`config.mk`:
```
export PLATFORM = sky130hd
export DESIGN_NAME = salpf_way_update
export DESIGN_NICKNAME = d
export VERILOG_FILES = /design/src/set_assoc_lru_cache_next_line_prefetch_top_assert.svh /design/src/salpf_pkg.sv /design/src/salpf_way_update.sv
export SDC_FILE = /design/constraint.sdc
export NUM_CORES = 1
export LEC_CHECK = 0
export ABC_AREA = 1
export BUFFER_PORTS_ARGS = -buffer_cell sky130_fd_sc_hd__buf_2
export CORE_ASPECT_RATIO = 0.9
export CORE_MARGIN = 3
export CORE_UTILIZATION = 51
export DETAILED_ROUTE_END_ITERATION = 8
export GPL_TIMING_DRIVEN = 0
export PLACE_DENSITY_LB_ADDON = 0.2
export SYNTH_ARGS = -nofsm -noshare
export SYNTH_HDL_FRONTEND = slang
export SYNTH_SLANG_ARGS = --single-unit
export TNS_END_PERCENT = 20
```
`constraint.sdc`:
```
create_clock -name vclk -period 5.6
set_input_delay 0.56 -clock vclk [all_inputs]
set_output_delay 0.56 -clock vclk [all_outputs]
set_load 0.005 [all_outputs]
```
`src/set_assoc_lru_cache_next_line_prefetch_top_assert.svh`:
```
// ----------------------------------------------------------------------------
// set_assoc_lru_cache_next_line_prefetch_top_assert.svh
// assertion macros for the cache with next-line prefetch
// ----------------------------------------------------------------------------
`ifndef SET_ASSOC_LRU_CACHE_NEXT_LINE_PREFETCH_TOP_ASSERT_SVH
`define SET_ASSOC_LRU_CACHE_NEXT_LINE_PREFETCH_TOP_ASSERT_SVH
`ifndef SYNTHESIS
// same-cycle implication
`define SALPF_AST_IMP(lbl, clk, rstn, ante, cons) \
	lbl: assert property (@(posedge clk) disable iff (!rstn) (ante) |-> (cons)) \
		else $error("salpf assertion failed");
// next-cycle implication
`define SALPF_AST_NEXT(lbl, clk, rstn, ante, cons) \
	lbl: assert property (@(posedge clk) disable iff (!rstn) (ante) |=> (cons)) \
		else $error("salpf assertion failed");
`else
`define SALPF_AST_IMP(lbl, clk, rstn, ante, cons)
`define SALPF_AST_NEXT(lbl, clk, rstn, ante, cons)
`endif
`endif

```
`src/salpf_pkg.sv`:
```
// ----------------------------------------------------------------------------
// salpf_pkg
// shared types and constants of the cache with next-line prefetch
// ----------------------------------------------------------------------------
`default_nettype none
package salpf_pkg;
	localparam int FETCH_W = 32;
	localparam int CNT_W = 32;
	localparam logic [CNT_W-1:0] CNT_MAX = '1;

	// outcome of one set lookup and what must be written back
	typedef struct packed {
		logic hit;
		logic marked;
		logic write_meta;
		logic write_tag;
	} look_t;
endpackage
`default_nettype wire

```
`src/salpf_way_update.sv`:
```
// ----------------------------------------------------------------------------
// salpf_way_update
// tag match, victim choice and lru promotion for one set row
// ----------------------------------------------------------------------------
`default_nettype none
module salpf_way_update #(
	parameter int WAYS = 4,
	parameter int AGE_W = 2,
	parameter int WAY_W = 2,
	parameter int TAG_W = 19
) (
	input  wire logic                        prefetch,
	input  wire logic [TAG_W-1:0]            req_tag,
	input  wire logic [WAYS-1:0]             valid,
	input  wire logic [WAYS-1:0]             mark,
	input  wire logic [WAYS-1:0][AGE_W-1:0]  age,
	input  wire logic [WAYS-1:0][TAG_W-1:0]  tags,
	output logic      [WAYS-1:0]             new_valid,
	output logic      [WAYS-1:0]             new_mark,
	output logic      [WAYS-1:0][AGE_W-1:0]  new_age,
	output logic      [WAYS-1:0][TAG_W-1:0]  new_tags,
	output salpf_pkg::look_t                 status
);
	logic             hit_f;
	logic [WAY_W-1:0] hit_way;
	logic             any_inv;
	logic [WAY_W-1:0] inv_way;
	logic [WAY_W-1:0] age0_way;
	logic [WAY_W-1:0] sel;
	logic [AGE_W-1:0] mine;
	logic             upd;

	always_comb begin
		hit_f = 1'b0;
		hit_way = '0;
		any_inv = 1'b0;
		inv_way = '0;
		age0_way = '0;
		// descending so the lowest matching / empty way wins
		for (int w = WAYS - 1; w >= 0; w--) begin
			if (valid[w] && (tags[w] == req_tag)) begin
				hit_f = 1'b1;
				hit_way = WAY_W'(w);
			end
			if (!valid[w]) begin
				any_inv = 1'b1;
				inv_way = WAY_W'(w);
			end
		end
		// last age-zero way, way 0 if none
		for (int w = 0; w < WAYS; w++) begin
			if (age[w] == '0) begin
				age0_way = WAY_W'(w);
			end
		end
		sel = hit_f ? hit_way : (any_inv ? inv_way : age0_way);
		mine = age[sel];
		// a prefetch of a block already held leaves the set alone
		upd = !(prefetch && hit_f);

		new_valid = valid;
		new_mark = mark;
		new_age = age;
		new_tags = tags;
		if (upd) begin
			for (int w = 0; w < WAYS; w++) begin
				if (age[w] > mine) begin
					new_age[w] = age[w] - AGE_W'(1);
				end
			end
			new_age[sel] = AGE_W'(WAYS - 1);
			new_valid[sel] = 1'b1;
			new_mark[sel] = prefetch;
			if (!hit_f) begin
				new_tags[sel] = req_tag;
			end
		end

		status.hit = hit_f;
		status.marked = hit_f && mark[hit_way];
		status.write_meta = upd;
		status.write_tag = !hit_f;
	end
endmodule
`default_nettype wire

```
### Word level (Yosys, flattened, before mapping)

Index checks and enable logic that the tools add are counted.

* flip-flop bits (word level): 0
* input port bits: 112
* output and inout port bits: 96
* word-level logic and storage cells: 75

* add/sub/neg operators: 4
* magnitude comparators: 7
* equal/unequal tests: 4
* multiplexer cells: 46
* bitwise gates (word level): 2
* reduce and logical (&&, ||, !) cells: 12

Operators with widths (number)
* 76-bit two-way mux: 2
* 76-bit bitwise mux: 1
* 19-bit == test: 4
* 2-bit two-way mux: 22
* 19-bit demux with 2-bit select: 1
* 19-bit two-way mux: 1
* 1-bit two-way mux: 11
* 2-bit > comparator: 4
* 4-bit two-way mux: 2
* 8-bit two-way mux: 1
* 8-bit OR: 1
* 2-bit by 1-bit subtractor with 2-bit output, second input constant: 4
* 1-bit logical AND: 7
* 2-bit logical NOT: 3
* 2-bit by 3-bit less-than comparator with 1-bit output, second input constant: 2
* 2-bit binary-select mux with 2-bit select: 1
* 4-bit bitwise mux: 1
* 2-bit demux with 2-bit select: 1
* 4-bit OR: 1
* 1-bit binary-select mux with 2-bit select: 1
* 1-bit demux with 2-bit select: 1
* 2-bit by 1-bit >= comparator with 1-bit output, second input constant: 1
* 1-bit logical NOT: 2

### Depth between registers and ports, before layout

Gate-level depths: netlist of run 1.

* depth in word-level cells: 14
* gate-level depth with buffers: 26
* gate-level depth less buffers: 24

### Least setup slack after synthesis of run 1

Ideal clock, no wire load.

* path type: input to output
* from: in req_tag[7]
* to: out new_age[1] (netlist name)
* data arrival time: 2894 ps
* data required time: 5040 ps
* slack: 2146 ps
* stages on the path: 24
* buffers on the path: 2
* path through: buf_4 inv_2 nand2_1 nand2_1 nor2_1 nand2_1 nor2_1 nand3_1 nand2_1 nor2_2 nand2_4 nand2_4 inv_1 nand2_1 buf_4 o22ai_1 nor2_1 ha_1 inv_1 a21oi_1 nor2_1 nand3_1 nand2_1 nand3_1

RTL lines
* start, declared: RTL line salpf_way_update.sv:13 `input wire logic [TAG_W-1:0] req_tag,`
* end, declared: RTL line salpf_way_update.sv:20 `output logic [WAYS-1:0][AGE_W-1:0] new_age,`

==> flow_summary.ini, run 1 <==
[outcome]
status = complete, no violations

[cells_and_area]
nets = 1150
fin_cells = 1119
drive_above_1_share = 0.2478
layout-area-overhead-vs-synth_pct = 29.00
num_antenna_cells = 0
final_common_cell = nand2_1
layout_common_cells = 368 x nand2_1, 198 x buf_2, 116 x inv_1, 94 x nor2_1, 87 x o21ai_0
final_util = 0.6994
clkbuf_count = 0
nFlopsAndLatches = 0
regArea_um2 = 0
fillCellCount = 737
multi_input_area_um2 = 2924

[run]
cap_violations = 0

[yosys]
synth_seq_area_share = 0
netlist_area_um2 = 3685
postSynthAreaPerCell_um2 = 4.397
ys_warn_count = 0
syn_nets = 957
synth_cell_types = 28
synthCells = 838

[setup_path]
crit_fanout = 10
crit_slowest_cell = nor2_1
critPathTopFamily = simple AND/OR/NAND/NOR gates
critPathBufInv = 5
crit_type = input pin to output port
crit_path_cell_trace = buf_2 -> inv_2 -> nand2_1 -> o21ai_1 -> nor2_1 -> nand2_1 -> nor2_1 -> nand3_1 -> nand2_1 -> nor2_2 -> nand2_4 -> nand2_4 -> inv_1 -> nand2_1 -> buf_4 -> o22ai_1 -> nor2_1 -> ha_1 -> o21ai_0 -> nand3_1 -> nand2_1 -> nand3_1 -> buf_2
crit_required_ps = 5040
cp.arrival_ps = 3970
cpPeakStageDelay_ps = 480
endpoint_kind = output port
critPathLaunchType = input pin
path_common_cell = nand2_1

[sta]
maxSlewViolCount = 0
hold_viol = 0
final-setup-viol-count = 0
fin_crit_sh = 0.8092
fmax_mhz = 220.7
rsz0062_at_grt = no
max_slew_margin = 0.6110
tns_ps = 0
worst_slew_pin_slew_ps = 581.4
fin_crit_ps = 4531

[detailed_routing]
viasPerCell = 5.407
num_vias = 6050
drtIter0Drc = 621
drc = 0
routedWlPerCell_um = 14.56
firstDrtPassIters = 6
drt_wl_total_um = 16300
drt.antenna.violating_nets = 0

[die]
placementRows = 28
die_x_um = 95.60
die_y_um = 86.64
die-area_um2 = 8283
ios = 208
core-area_um2 = 6797
initial_core_util = 0.5422

[clock_network]
cts_resized = 0
cts_hold_buf = 0
post-cts-setup-buffer-count = 0

[global_routing]
first_global_vias = 5409
grt_antenna_before_repair = 0
grt_pass1_wl_um = 25080
grt_max_degree = 11
grt_remaining_overflow = 0
track_usage = 0.3809

[placed_design]
dp.cells = 1119
gp_congestion = 0.9796
portBuffers = 191
post-dp-hpwl_um = 14010

[pwr]
power_w = 0.0004298
leakagePower_nw = 3.091
peakVddDrop_uv = 56.47
power.density_nw_per_um2 = 90.43

[worst_hold_path]
min_path_type = input pin to output port
logic make-up (layout without fill, tap and decap cells):
group                      count (synthesis)  count (layout)  synth area share
xor gates and xnor gates                   9               9           0.02139
adders and majority gates                  7               7           0.02377
buffers and inverters                    171             362            0.2065
and+or+nand+nor                          541             541            0.5946
AOI/OAI and AO/OA                        110             110            0.1538
power by group:
part           internal (W)  switching, W  total, W
combinational      0.000166      0.000263  0.000430
clock                     0             0         0
sequential                0             0         0
total              0.000166      0.000263  0.000430
per-stage QoR:
step / instance area [um2] / setup slack [ps] / hold slack [ps]
final: 4753 / 1069 / 1424
after global routing: 4753 / 822.2 / 1451
after CTS: 4753 / 1228 / 1424
after detailed placement: 4753 / 1247 / 1423
after global placement: 4753 / 1293 / 1419
after floorplan: 3685 / 2146 / 1210
synthesized netlist by cell type (5+ instances only):
| cell type | n | area [um2] |
|---|---|---|
| inv_1 | 116 | 435.4 |
| o21ai_1 | 8 | 40.04 |
| ha_1 | 7 | 87.58 |
| buf_4 | 23 | 172.7 |
| o22ai_1 | 5 | 31.28 |
| nand2_2 | 6 | 37.54 |
| a21oi_1 | 7 | 35.03 |
| xnor2_1 | 8 | 70.07 |
| nand3_1 | 44 | 220.2 |
| o21ai_0 | 87 | 435.4 |
| nor2_1 | 94 | 352.8 |
| buf_2 | 7 | 35.03 |
| nand4_1 | 15 | 93.84 |
| nand2_1 | 368 | 1381 |
| inv_2 | 16 | 60.06 |
| nor3_1 | 5 | 25.02 |
final cells by class:
class	count	share of cell area
well taps	90	0.02369
plain buffers	36	0.05186
multi-input cells	667	0.6152
inverters	135	0.1082
repair buffers	191	0.2011
final timing paths:
kind              startpoint           end  slack (ps)  cells after the start
setup / recovery  req_tag[1]    new_age[6]        1070                     23
hold / removal      tags[12]  new_tags[12]        1420                      4
layer usage:
layer / vias up / track usage / share of wire
met1: 2547 / 0.5062 / 0.39
met4: 0 / 0.1370 / 0.036
met2: 474 / 0.6016 / 0.42
met3: 72 / 0.08247 / 0.15
met5: - / 0 / 0
li1: 2957 / - / -
Note: power is estimated with default switching activity, not from simulation.
==> run 2: changes to the inputs <==
--- a/config.mk
+++ b/config.mk
@@ -9,7 +9,7 @@
 export BUFFER_PORTS_ARGS = -buffer_cell sky130_fd_sc_hd__buf_2
 export CORE_ASPECT_RATIO = 0.9
 export CORE_MARGIN = 3
-export CORE_UTILIZATION = 51
+export CORE_UTILIZATION = 47
 export DETAILED_ROUTE_END_ITERATION = 8
 export GPL_TIMING_DRIVEN = 0
 export PLACE_DENSITY_LB_ADDON = 0.2
==> constraint.sdc (replaced) <==
create_clock -name vclk -period 4.7
set_input_delay 0.47 -clock vclk [all_inputs]
set_output_delay 0.47 -clock vclk [all_outputs]
set_load 0.005 [all_outputs]
==> flow_summary.ini, run 2 (same netlist as run 1, synthesis figures left out) <==
[detailed_routing]
viasPerCell = 5.331
num_vias = 5981
routedWlPerCell_um = 14.72
firstDrtPassIters = 5
drt_wl_total_um = 16520
drc = 0
drt.antenna.violating_nets = 0
drtIter0Drc = 629

[cells_and_area]
nets = 1150
layout_common_cells = 368 x nand2_1, 198 x buf_2, 116 x inv_1, 94 x nor2_1, 87 x o21ai_0
regArea_um2 = 0
final_common_cell = nand2_1
fillCellCount = 828
clkbuf_count = 0
layout-area-overhead-vs-synth_pct = 29.10
num_antenna_cells = 0
nFlopsAndLatches = 0
drive_above_1_share = 0.2478

[pwr]
power_w = 0.0005121
switchingPower_w = 0.0003138
power_frac_comb = 1.000
p_clk_frac = 0
internal-power_w = 0.0001983
pwr-share-seq = 0
leakagePower_nw = 3.091
peakVddDrop_uv = 71.31
power.density_nw_per_um2 = 107.6
swShare = 0.6127

[sta]
fin_crit_sh = 0.9355
max_slew_margin = 0.6466
hold_viol = 0
worst_slew_pin_slew_ps = 528.2
fin_crit_ps = 4397
final-setup-viol-count = 0
fmax_mhz = 227.4
maxSlewViolCount = 0
setup_slack_ps = 303.2
tns_ps = 0
rsz0062_at_grt = no

[die]
die_y_um = 90
die-area_um2 = 8940
ios = 208
core-area_um2 = 7330
die_x_um = 99.34
initial_core_util = 0.5027
placementRows = 29

[setup_path]
crit_required_ps = 4230
critPathLaunchType = input pin
path_common_cell = nor2_1
endpoint_kind = output port
cpPeakStageDelay_ps = 440
crit_slowest_cell = nor2_1
crit_fanout = 10
cp.arrival_ps = 3930
crit_type = input pin to output port
startpoint = req_tag[1]

[worst_hold_path]
hp-start = mark[0]
hold_path_end = new_mark[0]
min_path_type = input pin to output port
holdPathStages = 4

[global_routing]
grt_max_degree = 11
grt_antenna_before_repair = 0
grt_pass1_wl_um = 24870
grt_remaining_overflow = 0
track_usage = 0.3372
first_global_vias = 5068

[placed_design]
portBuffers = 191
dp_slack_ps = 450.9
gp_congestion = 1.052
post-dp-hpwl_um = 14280

[run]
cap_violations = 0

[clock_network]
post-cts-setup-buffer-count = 0
cts_resized = 0
cts_hold_buf = 0

[outcome]
status = complete, no violations
## run 2: cell counts in the layout (fill, tap and decap cells not counted)
No cell type changed its count.
## run 2: worst max-delay path: cells and delay by family
| kind | cells | cell delay [ps] |
|---|---|---|
| adders and majority gates | 1 | 330 |
| AOI/OAI and AO/OA | 2 | 200 |
| buffers and inverters | 6 | 830 |
| and+or+nand+nor | 17 | 2090 |
## run 2: metal layers
metal	GRT usage	vias up	share of wire	wire [um]
met2	0.5391	414	0.43	7099
met5	0	-	0	0
met1	0.4864	2572	0.41	6751
met3	0.03638	35	0.14	2338
met4	0.06485	0	0.020	331
li1	-	2960	-	-
## run 2: power by group through the flow
| stage | logic, W | registers, W | clock network, W |
|---|---|---|---|
| 3_5_place_dp | 0.000499 | 0 | 0 |
| 6_report | 0.000512 | 0 | 0 |
| 4_1_cts | 0.000501 | 0 | 0 |
| 3_3_place_gp | 0.000497 | 0 | 0 |
| 2_1_floorplan | 0.000293 | 0 | 0 |
| 5_1_grt | 0.000568 | 0 | 0 |
## run 2: layout make-up
type,instances,area (um2),area share
repair buffers,191,955.9,0.2009
multi-input cells,667,2924,0.6147
well taps,93,116.4,0.02446
plain buffers,36,246.5,0.05181
inverters,135,514.2,0.1081
## run 2: worst max path at each step
stage / endpoint / slack [ps] / depth (start not counted)
after CTS: new_age[6] / 450 / 23
after floorplan: new_age[1] / 1430 / 24
after detailed placement: new_age[6] / 450 / 23
after global routing: new_age[6] / 60 / 23
final: new_age[5] / 300 / 26
after global placement: new_age[5] / 470 / 26
## run 2: stage by stage
stage            util  instance area [um2]  hold slack [ps]  instances
2_1_floorplan       -                 3685             1030        838
3_3_place_gp   0.6490                 4757             1241       1122
3_5_place_dp   0.6490                 4757             1243       1122
4_1_cts        0.6490                 4757             1244       1122
5_1_grt        0.6490                 4757             1264       1122
6_report       0.6490                 4757             1243       1122
==> run 3: changes to the inputs <==
--- a/config.mk
+++ b/config.mk
@@ -13,6 +13,7 @@
 export DETAILED_ROUTE_END_ITERATION = 8
 export GPL_TIMING_DRIVEN = 0
 export PLACE_DENSITY_LB_ADDON = 0.2
+export REMOVE_ABC_BUFFERS = 1
 export SYNTH_ARGS = -nofsm -noshare
 export SYNTH_HDL_FRONTEND = slang
 export SYNTH_SLANG_ARGS = --single-unit
==> flow_summary.ini, run 3 (same netlist as run 1, synthesis figures left out) <==
[setup_path]
crit_fanout = 41
crit_required_ps = 4230
endpoint_kind = output port
crit_type = input pin to output port
cp.arrival_ps = 3770
critPathLaunchType = input pin

[cells_and_area]
clkbuf_count = 0
layout-area-overhead-vs-synth_pct = 26.42
final_common_cell = nand2_1
num_antenna_cells = 0
nets = 1135
regArea_um2 = 0
final_area_um2 = 4658
nFlopsAndLatches = 0
fin_cells = 1107
drive_above_1_share = 0.2426
layout_common_cells = 367 x nand2_1, 208 x buf_2, 116 x inv_1, 92 x nor2_1, 86 x o21ai_0

[sta]
max_slew_margin = 0.3928
fin_crit_ps = 4244
hold_viol = 0
final-setup-viol-count = 0
fmax_mhz = 235.6
worst_slew_pin_slew_ps = 909.9
fin_crit_sh = 0.9030
maxSlewViolCount = 0
rsz0062_at_grt = no

[global_routing]
grt_remaining_overflow = 0
grt_pass1_wl_um = 25040
grt_antenna_before_repair = 0
grt_max_degree = 42
track_usage = 0.3397
first_global_vias = 4984

[detailed_routing]
met2WireLength_um = 7223
drt.antenna.violating_nets = 0
top_layer = met4
firstDrtPassIters = 5
met3_length_um = 2184
drc = 0
num_vias = 5856
drt-met1-wl_um = 6998
routedWlPerCell_um = 14.98
drtIter0Drc = 575
viasPerCell = 5.290
drt_wl_total_um = 16580

[pwr]
internal-power_w = 0.0001895
p_clk_frac = 0
swShare = 0.6250
peakVddDrop_uv = 74.13
pwr-share-seq = 0
power.density_nw_per_um2 = 108.5
switchingPower_w = 0.0003158
power_frac_comb = 1.000
leakagePower_nw = 3.019

[die]
die-area_um2 = 8940
die_y_um = 90
initial_core_util = 0.5027
die_x_um = 99.34
core-area_um2 = 7330
placementRows = 29
ios = 208

[worst_hold_path]
min_path_type = input pin to output port

[outcome]
status = complete, no violations

[placed_design]
portBuffers = 208
dp.cells = 1104
placed_area_um2 = 4613
post-dp-hpwl_um = 13970
gp_congestion = 1.068

[clock_network]
cts_hold_buf = 0

[run]
cap_violations = 0
-- run 3: cell types whose count changed in the layout (fill, tap and decap cells not counted), sizes merged --
cell    change
clkbuf      -4
nor2        +1
buf        -12
-- run 3: worst max-delay path: stages --
cell and delay, ps:
buf_2 270, inv_1 190, nand2_1 90, nand4_1 110, nor2_1 110, nand2_1 50, nor2_1 210, nand2_1 100
nand2_2 100, nand2_4 90, nand2_4 160, inv_1 130, nand2_8 200, o22ai_1 150, nor2_2 330, ha_1 310
o21ai_0 280, nand3_1 110, nand2_1 100, nand3_1 60, buf_2 130
-- run 3: metrics by stage --
stage | setup TNS [ps] | util | worst slack, ps | power, W | hold WS (ps)
2_1_floorplan | 0 | - | 991.1 | 0.0002605 | 1030
3_3_place_gp | -2805 | 0.6270 | -406.5 | 0.0004845 | 1239
3_5_place_dp | -3227 | 0.6294 | -449.4 | 0.0004879 | 1243
4_1_cts | 0 | 0.6304 | 63.04 | 0.0004907 | 1245
5_1_grt | 0 | 0.6355 | 116.7 | 0.0005632 | 1262
6_report | 0 | 0.6355 | 456.1 | 0.0005052 | 1242
-- run 3: path summary, 6_finish.rpt --
path                      endpoint  cells past startpoint   startpoint
worst min-delay path  new_tags[12]                      4     tags[12]
worst max-delay path    new_age[6]                     21  req_tag[16]
-- run 3: metal layers --
| metal | vias to the layer above | global-route usage |
|---|---|---|
| li1 | 2922 | - |
| met3 | 16 | 0.03483 |
| met1 | 2550 | 0.4947 |
| met4 | 0 | 0.04551 |
| met2 | 368 | 0.5487 |
| met5 | - | 0 |
-- run 3: final cells by class --
cell class / count / area (um2)
fillers: 823 / 2671
repair buffers: 211 / 1071
inverters: 135 / 514.2
multi-input cells: 668 / 2957
well taps: 93 / 116.4
-- run 3: repair_timing --
action | 4_1_cts | 5_1_grt
setup endpoints to repair | 8 | 8
gates resized for setup | 2 | 3
gates cloned | 0 | 1
setup buffers | 0 | 2
pin swaps | 0 | 1
-- run 3: power by group through the flow --
| stage | clock (W) | sequential [W] | combinational, W |
|---|---|---|---|
| after floorplan | 0 | 0 | 0.000261 |
| after global placement | 0 | 0 | 0.000485 |
| after detailed placement | 0 | 0 | 0.000488 |
| after CTS | 0 | 0 | 0.000491 |
| after global routing | 0 | 0 | 0.000563 |
| final | 0 | 0 | 0.000505 |
